### config.mk
export PLATFORM = sky130hd
export DESIGN_NAME = pfld_front
export DESIGN_NICKNAME = d
export VERILOG_FILES = /design/src/sv/pfld_pkg.sv /design/src/sv/pfld_front.sv
export SDC_FILE = /design/constraint.sdc
export NUM_CORES = 1
export LEC_CHECK = 0
export CORE_AREA = 2 2 59 61
export DETAILED_ROUTE_END_ITERATION = 10
export DIE_AREA = 0 0 61 63
export DONT_BUFFER_PORTS = 1
export GPL_TIMING_DRIVEN = 0
export MAX_ROUTING_LAYER = met4
export PLACE_DENSITY_LB_ADDON = 0.3
export SYNTH_ARGS = -nofsm -noshare
export SYNTH_HDL_FRONTEND = slang
export SYNTH_SLANG_ARGS = --single-unit
### constraint.sdc
create_clock -name vclk -period 6.85
set_input_delay 0 -clock vclk [all_inputs]
set_output_delay 0 -clock vclk [all_outputs]
set_load 0.1 [all_outputs]
### src/sv/pfld_pkg.sv
// Shared types and constants of the packed frame-buffer line-drawing engine.
`default_nettype none

package pfld_pkg;

   localparam int unsigned CMD_W = 2;
   localparam int unsigned LEVEL_W = 4;
   localparam int unsigned ADDR_W = 13;
   localparam int unsigned DATA_W = 8;
   localparam int unsigned QUEUE_DEPTH = 2;

   localparam logic [DATA_W-1:0] LOW_NIBBLE = 8'h0F;
   localparam logic [DATA_W-1:0] HIGH_NIBBLE = 8'hF0;

   localparam logic [CMD_W-1:0] CMD_CODE_LINE = 2'd0;
   localparam logic [CMD_W-1:0] CMD_CODE_READ = 2'd1;
   localparam logic [CMD_W-1:0] CMD_CODE_CLEAR = 2'd2;
   localparam logic [CMD_W-1:0] CMD_CODE_NONE = 2'd3;

   typedef enum logic [1:0] {
      KIND_LINE,
      KIND_READ,
      KIND_CLEAR,
      KIND_NONE
   } cmd_kind_type;

   typedef struct packed {
      cmd_kind_type        kind;
      logic                step_x_neg;
      logic                step_y_neg;
      logic [LEVEL_W-1:0]  level;
      logic [ADDR_W-1:0]   read_addr;
   } cmd_ctl_type;

   typedef struct packed {
      logic full;
      logic empty;
   } queue_stat_type;

   typedef struct packed {
      logic init_active;
   } back_stat_type;

   typedef enum logic [2:0] {
      BK_INIT,
      BK_IDLE,
      BK_LINE_END,
      BK_LINE_STEP,
      BK_READ,
      BK_READ_OUT,
      BK_CLEAR,
      BK_NOP
   } back_state_type;

endpackage

`default_nettype wire

### src/sv/pfld_front.sv
// Front end: accepts commands and classifies them into queue entries with line setup.
`default_nettype none

module pfld_front #(
   parameter int COORD_BITS = 11
) (
   input  wire logic                                   req_start,
   input  wire logic                                   busy,
   input  wire logic [pfld_pkg::CMD_W-1:0]             req_command,
   input  wire logic signed [COORD_BITS-1:0]           req_start_x,
   input  wire logic signed [COORD_BITS-1:0]           req_start_y,
   input  wire logic signed [COORD_BITS-1:0]           req_end_x,
   input  wire logic signed [COORD_BITS-1:0]           req_end_y,
   input  wire logic [pfld_pkg::LEVEL_W-1:0]           req_level,
   input  wire logic [pfld_pkg::ADDR_W-1:0]            req_read_addr,
   output logic                                        push,
   output pfld_pkg::cmd_ctl_type                       push_ctl,
   output logic [6*COORD_BITS-1:0]                     push_geo
);

   logic signed [COORD_BITS:0]   diff_x;
   logic signed [COORD_BITS:0]   diff_y;
   logic signed [COORD_BITS:0]   abs_x;
   logic signed [COORD_BITS:0]   abs_y;
   pfld_pkg::cmd_kind_type       kind;

   assign push = req_start && !busy;

   always_comb begin
      unique case (req_command)
         pfld_pkg::CMD_CODE_LINE:  kind = pfld_pkg::KIND_LINE;
         pfld_pkg::CMD_CODE_READ:  kind = pfld_pkg::KIND_READ;
         pfld_pkg::CMD_CODE_CLEAR: kind = pfld_pkg::KIND_CLEAR;
         pfld_pkg::CMD_CODE_NONE:  kind = pfld_pkg::KIND_NONE;
         default:                  kind = pfld_pkg::KIND_NONE;
      endcase
   end

   // widen by one bit so the difference of two extreme coordinates cannot wrap
   always_comb begin
      diff_x = {req_end_x[COORD_BITS-1], req_end_x} - {req_start_x[COORD_BITS-1], req_start_x};
      diff_y = {req_end_y[COORD_BITS-1], req_end_y} - {req_start_y[COORD_BITS-1], req_start_y};
      abs_x = diff_x[COORD_BITS] ? -diff_x : diff_x;
      abs_y = diff_y[COORD_BITS] ? -diff_y : diff_y;
   end

   always_comb begin
      push_ctl.kind = kind;
      push_ctl.step_x_neg = !(req_start_x < req_end_x);
      push_ctl.step_y_neg = !(req_start_y < req_end_y);
      push_ctl.level = req_level;
      push_ctl.read_addr = req_read_addr;
      push_geo = {req_start_x, req_start_y, req_end_x, req_end_y,
                  abs_x[COORD_BITS-1:0], abs_y[COORD_BITS-1:0]};
   end

endmodule

`default_nettype wire

==> impl_metrics.tcl <==
set metrics [dict create \
    drv_slew 0 \
    hold_path_class "primary input to primary output" \
    grt_usage_pct 21.6 \
    dieWidth_microns 61 \
    antenna_found_initial 0 \
    maxCapViolations 0 \
    grt_pass1_wl_microns 6610 \
    crit_buf_inv 1 \
    setup_violations 0 \
    required_ps 6850 \
    layoutNonFillerInstCount 345 \
    crit_fanout 4 \
    clock_buffers 0 \
    multi_input_area_sq_um 1620 \
    design.seq.count 0 \
    syn_inst 299 \
    start_kind "primary input" \
    fillCellCount 269 \
    cp_slowest_cell "xor2_2" \
    status "completed" \
    holdPathStages 1 \
    wl_per_cell_microns 12.9 \
    rows 21 \
    globalplace.congestion 0.939 \
    fin_crit_sh_pct 47.6 \
    yosysSeqAreaShare_pct 0 \
    crit_family "XOR/XNOR gates" \
    design.die.area_sq_um 3840 \
    post-route-drc-count 0 \
    synth_fp_nets 392 \
    dp.cells 345 \
    firstDrtPassIters 5 \
    grt_overflow 0 \
    criticalPathCategory "primary input to primary output" \
    drtAntennaViolNets 0 \
    antenna_cells 0 \
    core-area_sq_um 3230 \
    period_needed_ps 3260 \
    via_per_inst 5.41 \
    grt_pass1_vias 1689 \
    crit_arrival_ps 3260 \
    syn2layout_area_growth_pct 10.2 \
    rsz0062_at_grt "no" \
    synth.distinct_cells 48 \
    netlist_area_sq_um 2070 \
    slowest_delay_ps 900 \
    cts_setup_buffers 0 \
    yosys_warnings 0 \
    syn_area_per_cell_sq_um 6.91 \
    nets 394 \
    wirelength_microns 4460 \
    portBuffers 0 \
    grt_max_degree 10 \
    io-pin-count 153 \
    cp-end-kind "primary output" \
    die_h_microns 63 \
    cp_cell_sequence "inv_1 > ha_1 > fa_1 > xor2_1 > nand3b_1 > mux2_2 > a211oi_2 > nand2_1 > nand4b_1 > a221o_1 > xor2_2" \
    start_util_pct 64.0 \
    drive_gt1_share_pct 30.8 \
    dp_hpwl_microns 4000 \
    place_ws_ps 3600 \
    relSlewSlack_pct 8.02 \
    register_area_sq_um 0 \
    timing.final.ws_setup_ps 3590 \
    ctsHoldBuffers 0 \
    num_vias 1867 \
    p_leak_nw 1.18 \
    drt_iter0_markers 43 \
    min_from "busy" \
    fin_setup_tns_ps 0 \
    hold_end "push" \
    worst_pin_slew_ps 1350 \
    max_freq_mhz 307 \
    power_per_cell_area_nw_per_um2 312 \
    hold_viol 0 \
    cts_resized 0 \
    irDropWorstVdd_v 0.000208 \
]
where the power goes:
group          internal, mW  switching (mW)  leakage (nW)  total, mW
clock network             0               0             0          0
logic                 0.122           0.589          1.18      0.711
registers                 0               0             0          0
total                 0.122           0.589          1.18      0.711
logic make-up after synthesis:
family,Yosys count,synth area share [%]
adders and majority gates,28,17.7
xor gates and xnor gates,29,12.3
buffers and inverters,98,28.9
AOI/OAI and AO/OA,58,18.8
muxes,4,2.00
and+or+nand+nor,82,20.3
cell type report:
cell class                 instances  area share, %
tap                               46           2.53
buffer                            64           20.7
inverter                          34           5.60
multi-input combinational        201           71.2
worst max path at each step:
stage	start	endpoint	slack [ps]	depth (start not counted)
after detailed placement	req_end_y[0]	push_geo[10]	3600	11
after global placement	req_end_y[0]	push_geo[10]	3210	11
after global routing	req_end_y[0]	push_geo[10]	3460	11
after CTS	req_end_y[0]	push_geo[10]	3590	11
after floorplan	req_end_y[0]	push_geo[10]	3360	11
final	req_end_y[0]	push_geo[10]	3590	11
synthesized netlist by cell type, types with 2 or more instances:
master / number / area [sq um]
nor2b_1: 8 / 50.1
a21oi_1: 15 / 75.1
nor2_1: 30 / 113
a211o_1: 2 / 17.5
a211oi_1: 6 / 45.0
a31oi_1: 4 / 25.0
mux2i_1: 3 / 30.0
o21ai_0: 10 / 50.1
nor3_1: 3 / 15.0
nand3b_1: 2 / 15.0
nand2_1: 11 / 41.3
buf_4: 61 / 458
and4_1: 2 / 17.5
xnor2_1: 16 / 140
o21a_1: 2 / 15.0
nand4_1: 3 / 18.8
inv_1: 34 / 128
fa_1: 2 / 40.0
xor2_1: 13 / 114
ha_1: 26 / 325
clkbuf_1: 2 / 7.51
nand2b_1: 10 / 62.6
a21o_1: 4 / 30.0
nand3_1: 6 / 30.0
cells in the final DEF (no fill, tap or decap), types with 2 or more instances in the layout:
cell	count
a21oi_2	3
xor2_1	7
nand3_1	6
nand2b_1	10
xnor2_1	4
nand2_1	11
xor2_2	6
a21o_1	4
a21oi_1	13
a211o_1	2
a31oi_1	4
nor3_1	3
nor2_1	30
and4_1	2
xnor2_2	12
inv_1	34
buf_4	61
mux2i_2	2
nor2b_1	7
o21a_1	2
ha_1	26
o21ai_0	10
nand3b_1	2
nand4_1	3
a211oi_1	6
clkbuf_1	2
fa_1	2
per-stage QoR:
stage | utilization (%) | total power, mW | instance area, sq um | hold slack, ps
3_5_place_dp | 70.5 | 0.710 | 2280 | 177
6_report | 70.5 | 0.711 | 2280 | 176
2_1_floorplan | - | 0.646 | 2070 | 212
5_1_grt | 70.5 | 0.737 | 2280 | 180
4_1_cts | 70.5 | 0.712 | 2280 | 177
3_3_place_gp | 65.7 | 0.670 | 2120 | 213
metal layers:
layer | up-vias | part of all wire, % | wire (microns) | track usage, %
met1 | 862 | 38 | 1700 | 25.0
met4 | 0 | 0 | 0 | 0
li1 | 943 | - | - | -
met3 | 0 | 6.3 | 281 | 3.31
met2 | 62 | 55 | 2470 | 40.3
met5 | - | 0 | 0 | -
No activity file was read; power rests on OpenSTA's default activity.
