--- config.mk ---
export PLATFORM = sky130hd
export DESIGN_NAME = pfld_queue
export DESIGN_NICKNAME = d
export VERILOG_FILES = /design/src/sv/pfld_pkg.sv /design/src/sv/pfld_queue.sv
export SDC_FILE = /design/constraint.sdc
export NUM_CORES = 1
export LEC_CHECK = 0
export BUFFER_PORTS_ARGS = -buffer_cell sky130_fd_sc_hd__buf_2
export CORE_MARGIN = 1
export CORE_UTILIZATION = 52
export DETAILED_ROUTE_END_ITERATION = 16
export GPL_TIMING_DRIVEN = 0
export PLACE_DENSITY = 0.9
export SETUP_SLACK_MARGIN = 0.1
export SYNTH_ARGS = -nofsm -noshare
export SYNTH_HDL_FRONTEND = slang
export SYNTH_SLANG_ARGS = --single-unit
--- constraint.sdc ---
create_clock -name clock -period 4.4 [get_ports clock]
set_input_delay 0.88 -clock clock [delete_from_list [all_inputs] [get_ports clock]]
set_output_delay 0.88 -clock clock [all_outputs]
set_load 0.005 [all_outputs]
--- src/sv/pfld_pkg.sv ---
// Shared types and constants of the packed frame-buffer line-drawing engine.
`default_nettype none

package pfld_pkg;

   localparam int unsigned CMD_W = 2;
   localparam int unsigned LEVEL_W = 4;
   localparam int unsigned ADDR_W = 13;
   localparam int unsigned DATA_W = 8;
   localparam int unsigned QUEUE_DEPTH = 2;

   localparam logic [DATA_W-1:0] LOW_NIBBLE = 8'h0F;
   localparam logic [DATA_W-1:0] HIGH_NIBBLE = 8'hF0;

   localparam logic [CMD_W-1:0] CMD_CODE_LINE = 2'd0;
   localparam logic [CMD_W-1:0] CMD_CODE_READ = 2'd1;
   localparam logic [CMD_W-1:0] CMD_CODE_CLEAR = 2'd2;
   localparam logic [CMD_W-1:0] CMD_CODE_NONE = 2'd3;

   typedef enum logic [1:0] {
      KIND_LINE,
      KIND_READ,
      KIND_CLEAR,
      KIND_NONE
   } cmd_kind_type;

   typedef struct packed {
      cmd_kind_type        kind;
      logic                step_x_neg;
      logic                step_y_neg;
      logic [LEVEL_W-1:0]  level;
      logic [ADDR_W-1:0]   read_addr;
   } cmd_ctl_type;

   typedef struct packed {
      logic full;
      logic empty;
   } queue_stat_type;

   typedef struct packed {
      logic init_active;
   } back_stat_type;

   typedef enum logic [2:0] {
      BK_INIT,
      BK_IDLE,
      BK_LINE_END,
      BK_LINE_STEP,
      BK_READ,
      BK_READ_OUT,
      BK_CLEAR,
      BK_NOP
   } back_state_type;

endpackage

`default_nettype wire

--- src/sv/pfld_queue.sv ---
// Short command queue between the front end and the drawing back end.
`default_nettype none

module pfld_queue #(
   parameter int GEO_W = 66
) (
   input  wire logic                     clock,
   input  wire logic                     reset,
   input  wire logic                     push,
   input  wire pfld_pkg::cmd_ctl_type    push_ctl,
   input  wire logic [GEO_W-1:0]         push_geo,
   input  wire logic                     pop,
   output pfld_pkg::cmd_ctl_type         head_ctl,
   output logic [GEO_W-1:0]              head_geo,
   output pfld_pkg::queue_stat_type      q_stat
);

   localparam int PTR_W = (pfld_pkg::QUEUE_DEPTH > 1) ? $clog2(pfld_pkg::QUEUE_DEPTH) : 1;
   localparam int CNT_W = $clog2(pfld_pkg::QUEUE_DEPTH + 1);

   pfld_pkg::cmd_ctl_type  ctl_mem_ff [pfld_pkg::QUEUE_DEPTH];
   logic [GEO_W-1:0]       geo_mem_ff [pfld_pkg::QUEUE_DEPTH];
   logic [PTR_W-1:0]       wr_ptr_ff;
   logic [PTR_W-1:0]       wr_ptr_in;
   logic [PTR_W-1:0]       rd_ptr_ff;
   logic [PTR_W-1:0]       rd_ptr_in;
   logic [CNT_W-1:0]       count_ff;
   logic [CNT_W-1:0]       count_in;
   logic                   do_push;
   logic                   do_pop;

   assign do_push = push && (count_ff != CNT_W'(pfld_pkg::QUEUE_DEPTH));
   assign do_pop = pop && (count_ff != '0);

   always_comb begin
      wr_ptr_in = wr_ptr_ff;
      rd_ptr_in = rd_ptr_ff;
      count_in = count_ff;
      if (do_push) begin
         wr_ptr_in = (wr_ptr_ff == PTR_W'(pfld_pkg::QUEUE_DEPTH - 1)) ? '0 : wr_ptr_ff + 1'b1;
      end
      if (do_pop) begin
         rd_ptr_in = (rd_ptr_ff == PTR_W'(pfld_pkg::QUEUE_DEPTH - 1)) ? '0 : rd_ptr_ff + 1'b1;
      end
      if (do_push && !do_pop) begin
         count_in = count_ff + 1'b1;
      end else if (do_pop && !do_push) begin
         count_in = count_ff - 1'b1;
      end
   end

   always_ff @(posedge clock) begin
      if (reset) begin
         wr_ptr_ff <= '0;
         rd_ptr_ff <= '0;
         count_ff <= '0;
      end else begin
         wr_ptr_ff <= wr_ptr_in;
         rd_ptr_ff <= rd_ptr_in;
         count_ff <= count_in;
      end
   end

   always_ff @(posedge clock) begin
      if (do_push) begin
         ctl_mem_ff[wr_ptr_ff] <= push_ctl;
         geo_mem_ff[wr_ptr_ff] <= push_geo;
      end
   end

   always_comb begin
      head_ctl = ctl_mem_ff[rd_ptr_ff];
      head_geo = geo_mem_ff[rd_ptr_ff];
      q_stat.full = (count_ff == CNT_W'(pfld_pkg::QUEUE_DEPTH));
      q_stat.empty = (count_ff == '0);
   end

endmodule

`default_nettype wire

==> impl_metrics.prom <==
# TYPE chip_impl_metric gauge
chip_impl_metric{name="data_arrival_time_of_the_critical_path",unit="ns"} 1.68
chip_impl_info{name="cts_tree",value="yes"} 1
chip_impl_metric{name="syn-mean-instance-area",unit="sq um"} 22.4
chip_impl_metric{name="sequential_to_total_area_share_from_yosys_stat",unit="%"} 80.5
chip_impl_metric{name="final_critical_path_time_including_i_o_delays_and_setup",unit="ns"} 2.56
chip_impl_metric{name="areaGrowthSynthToFinish",unit="%"} 26.3
chip_impl_metric{name="synth_edf_count",unit=""} 174
chip_impl_metric{name="cts-buffers-inserted",unit=""} 17
chip_impl_metric{name="synth.ff_latch_count",unit=""} 179
chip_impl_metric{name="cts.repair_timing.setup_buffer_count",unit=""} 0
chip_impl_metric{name="max_slew_margin",unit="%"} 70.2
chip_impl_metric{name="setup_violations",unit=""} 0
chip_impl_metric{name="fp.coreArea",unit="sq um"} 12200
chip_impl_metric{name="grt_start_max_net_pins",unit=""} 60
chip_impl_metric{name="detailedRoute.firstPassIterationCount",unit=""} 4
chip_impl_metric{name="first_iter_violations",unit=""} 183
chip_impl_metric{name="h-tree-depth",unit=""} 4
chip_impl_metric{name="finish.net_count",unit=""} 588
chip_impl_metric{name="timing_hold_violations_final",unit=""} 0
chip_impl_metric{name="gr-total-overflow",unit=""} 0
chip_impl_metric{name="gp_routability_congestion",unit=""} 0.686
chip_impl_metric{name="post_cts_resized",unit=""} 0
chip_impl_metric{name="detail-route-antenna-nets",unit=""} 0
chip_impl_metric{name="vias_per_cell",unit=""} 4.94
chip_impl_metric{name="synth.cell_area",unit="sq um"} 6620
chip_impl_metric{name="worstSkewPairLatency",unit="ns"} 0.42
chip_impl_metric{name="antenna_found_initial",unit=""} 0
chip_impl_metric{name="grt_pass1_vias",unit=""} 3538
chip_impl_metric{name="clockBufferDepth",unit=""} 2
chip_impl_info{name="criticalPathCategory",value="reg2out"} 1
chip_impl_metric{name="routed_wire_length_per_instance",unit="um"} 17.0
chip_impl_info{name="crit_path_cell_trace",value="buf_6 > buf_6 > buf_6 > mux2_4 > buf_2"} 1
chip_impl_metric{name="synthCells",unit=""} 296
chip_impl_metric{name="power_density",unit="nW/um^2"} 575
chip_impl_metric{name="ys_types",unit=""} 15
chip_impl_metric{name="dieWidth",unit="um"} 115
chip_impl_metric{name="final.period_utilization",unit="%"} 58.2
chip_impl_metric{name="grt_first_pass_wirelength",unit="um"} 17300
chip_impl_info{name="grt_setup_unrepaired",value="no"} 1
chip_impl_info{name="outcome",value="finished, final reports clean"} 1
chip_impl_metric{name="drc",unit=""} 0
chip_impl_metric{name="worstMarginPinSlew",unit="ns"} 0.448
chip_impl_metric{name="critical_path.max_fanout",unit=""} 10
chip_impl_metric{name="finClkSkew",unit="ns"} 0.00841
chip_impl_metric{name="cts.sinks",unit=""} 179
chip_impl_info{name="worst_setup_path_start_kind",value="register"} 1
chip_impl_metric{name="portBuffers",unit=""} 179
chip_impl_metric{name="num-fill-cells",unit=""} 813
chip_impl_metric{name="slew_viol_final",unit=""} 0
chip_impl_metric{name="finalPower",unit="mW"} 4.80
chip_impl_metric{name="floorplan.initialDensity",unit="%"} 54.2
chip_impl_info{name="cts_root_buf",value="sky130_fd_sc_hd__clkbuf_16"} 1
chip_impl_info{name="synth_ff_type",value="sky130_fd_sc_hd__edfxtp_1"} 1
chip_impl_metric{name="hold_buffers",unit=""} 0
chip_impl_info{name="hold_class",value="reg2reg"} 1
chip_impl_metric{name="cap_viol_max_count",unit=""} 0
chip_impl_metric{name="clkSlewWorstSetupHoldPaths",unit="ns"} 0.06
chip_impl_metric{name="asyncSetResetFlopFracSynth",unit="%"} 0
chip_impl_metric{name="antenna_cells_inserted",unit=""} 0
chip_impl_metric{name="max_freq",unit="GHz"} 0.391
chip_impl_metric{name="mappedNetlistNets",unit=""} 388
chip_impl_metric{name="cell_rows",unit=""} 40
chip_impl_metric{name="synth.yosys.warnings",unit=""} 0
chip_impl_metric{name="detailroute.via_count",unit=""} 3345
chip_impl_metric{name="total_leakage_power",unit="nW"} 3.21
chip_impl_metric{name="vdd_ir_drop_max",unit="V"} 0.000344
chip_impl_info{name="path_common_cell",value="sky130_fd_sc_hd__buf_6"} 1
chip_impl_metric{name="die_h",unit="um"} 115
chip_impl_info{name="timing.critical_path.slowest_stage_cell",value="sky130_fd_sc_hd__dfxtp_1"} 1
chip_impl_metric{name="cp_slowest_stage_delay",unit="ns"} 0.32
chip_impl_info{name="r2r_start",value="count_ff[0]"} 1
chip_impl_metric{name="drive_gt1_share",unit="%"} 61.1
chip_impl_info{name="holdCritStartpoint",value="wr_ptr_ff"} 1
chip_impl_metric{name="floorplan.io_pins",unit=""} 180
chip_impl_info{name="crit_path_end_kind",value="output pin"} 1
chip_impl_metric{name="dp.final_hpwl",unit="um"} 7810
chip_impl_metric{name="cp.required",unit="ns"} 3.52
chip_impl_metric{name="wl",unit="um"} 11500
chip_impl_metric{name="fp.dieArea",unit="sq um"} 13200
chip_impl_metric{name="hold-worst-slack",unit="ns"} 0.509
chip_impl_metric{name="grt.total_usage",unit="%"} 18.2
==> cell usage after synthesis, drive strengths merged (2+ instances only) <==
| master | n | area (sq um) |
|---|---|---|
| a21oi | 2 | 10.0 |
| nor2 | 5 | 18.8 |
| mux2 | 87 | 1090 |
| or3 | 2 | 12.5 |
| edfxtp | 174 | 5230 |
| inv | 2 | 7.51 |
| buf | 10 | 81.3 |
| dfxtp | 5 | 100 |
| o21ai | 3 | 15.0 |
| xor2 | 3 | 26.3 |
==> area by class of cell <==
type | instances | area, sq um | share of cell area, %
clock buffers | 19 | 443 | 5.30
plain buffers | 10 | 81.3 | 0.973
clock inverters | 13 | 134 | 1.60
repair buffers | 181 | 951 | 11.4
inverters | 2 | 10.0 | 0.120
flip-flops and latches | 179 | 5330 | 63.7
multi-input cells | 105 | 1200 | 14.4
well taps | 168 | 210 | 2.51
==> state kept, by name, indices dropped and copies added (netlist names), named ones only <==
name and cells:
rd_ptr_ff 1, wr_ptr_ff 1, geo_mem_ff 132, count_ff 2, ctl_mem_ff 42
==> worst paths after layout <==
kind                       end  slack [ns]  depth (start not counted)
max               head_geo[22]        1.84                          5
min                  wr_ptr_ff        0.51                          2
max reg2reg  geo_mem_ff[0][13]        2.48                          4
min reg2reg          wr_ptr_ff        0.51                          2
==> cell usage in the layout (no fill, tap or decap), types with 2 or more instances in the layout <==
cell,synthesis,layout
sky130_fd_sc_hd__buf_2,5,184
sky130_fd_sc_hd__edfxtp_1,174,174
sky130_fd_sc_hd__mux2_2,57,57
sky130_fd_sc_hd__mux2_4,30,30
sky130_fd_sc_hd__clkbuf_16,0,17
sky130_fd_sc_hd__nor2_1,5,5
sky130_fd_sc_hd__buf_6,5,5
sky130_fd_sc_hd__dfxtp_1,5,5
sky130_fd_sc_hd__clkinv_2,0,4
sky130_fd_sc_hd__o21ai_0,3,3
sky130_fd_sc_hd__xor2_1,3,3
sky130_fd_sc_hd__inv_6,0,3
sky130_fd_sc_hd__or3_1,2,2
sky130_fd_sc_hd__a21oi_1,2,2
sky130_fd_sc_hd__clkinvlp_4,0,2
sky130_fd_sc_hd__bufinv_16,0,2
sky130_fd_sc_hd__buf_16,0,2
==> critical path, delay by kind of cell (launching register included) <==
family | cells | cell delay, ns
flip-flops | 1 | 0.32
multiplexers | 1 | 0.32
buffers and inverters | 4 | 0.62
==> power breakdown <==
part | internal, mW | leakage (nW) | switching [mW]
clock | 0.851 | 0.281 | 0.614
combinational | 0.609 | 1.27 | 0.529
sequential | 2.14 | 1.67 | 0.0592
==> through the flow <==
stage,TNS [ns],cell area (sq um),setup slack (ns),instances,utilization (%)
floorplan,0,6620,0.852,296,-
global placement,-12.70,7720,-0.152,643,63.2
detailed placement,0,7780,1.91,645,63.7
CTS,0,8360,1.79,677,68.5
global route,0,8360,1.76,677,68.5
finish,0,8360,1.84,677,68.5
==> kinds of logic after synthesis <==
family                   after synthesis  share of synthesized area (%)
multiplexers                          87                           16.5
AO/OA/AOI/OAI                          5                          0.378
adder cells (fa/ha/maj)                1                          0.189
XOR/XNOR                               3                          0.397
buffers and inverters                 12                           1.34
flip-flops                           179                           80.5
AND/OR/NAND/NOR                        9                          0.700
==> layer usage <==
| metal | global-route usage [%] | wire (um) |
|---|---|---|
| met5 | 0 | 0 |
| met4 | 7.19 | 182 |
| met3 | 6.17 | 800 |
| met2 | 32.8 | 6010 |
| met1 | 19.7 | 4510 |
No activity file was read; power rests on OpenSTA's default activity.
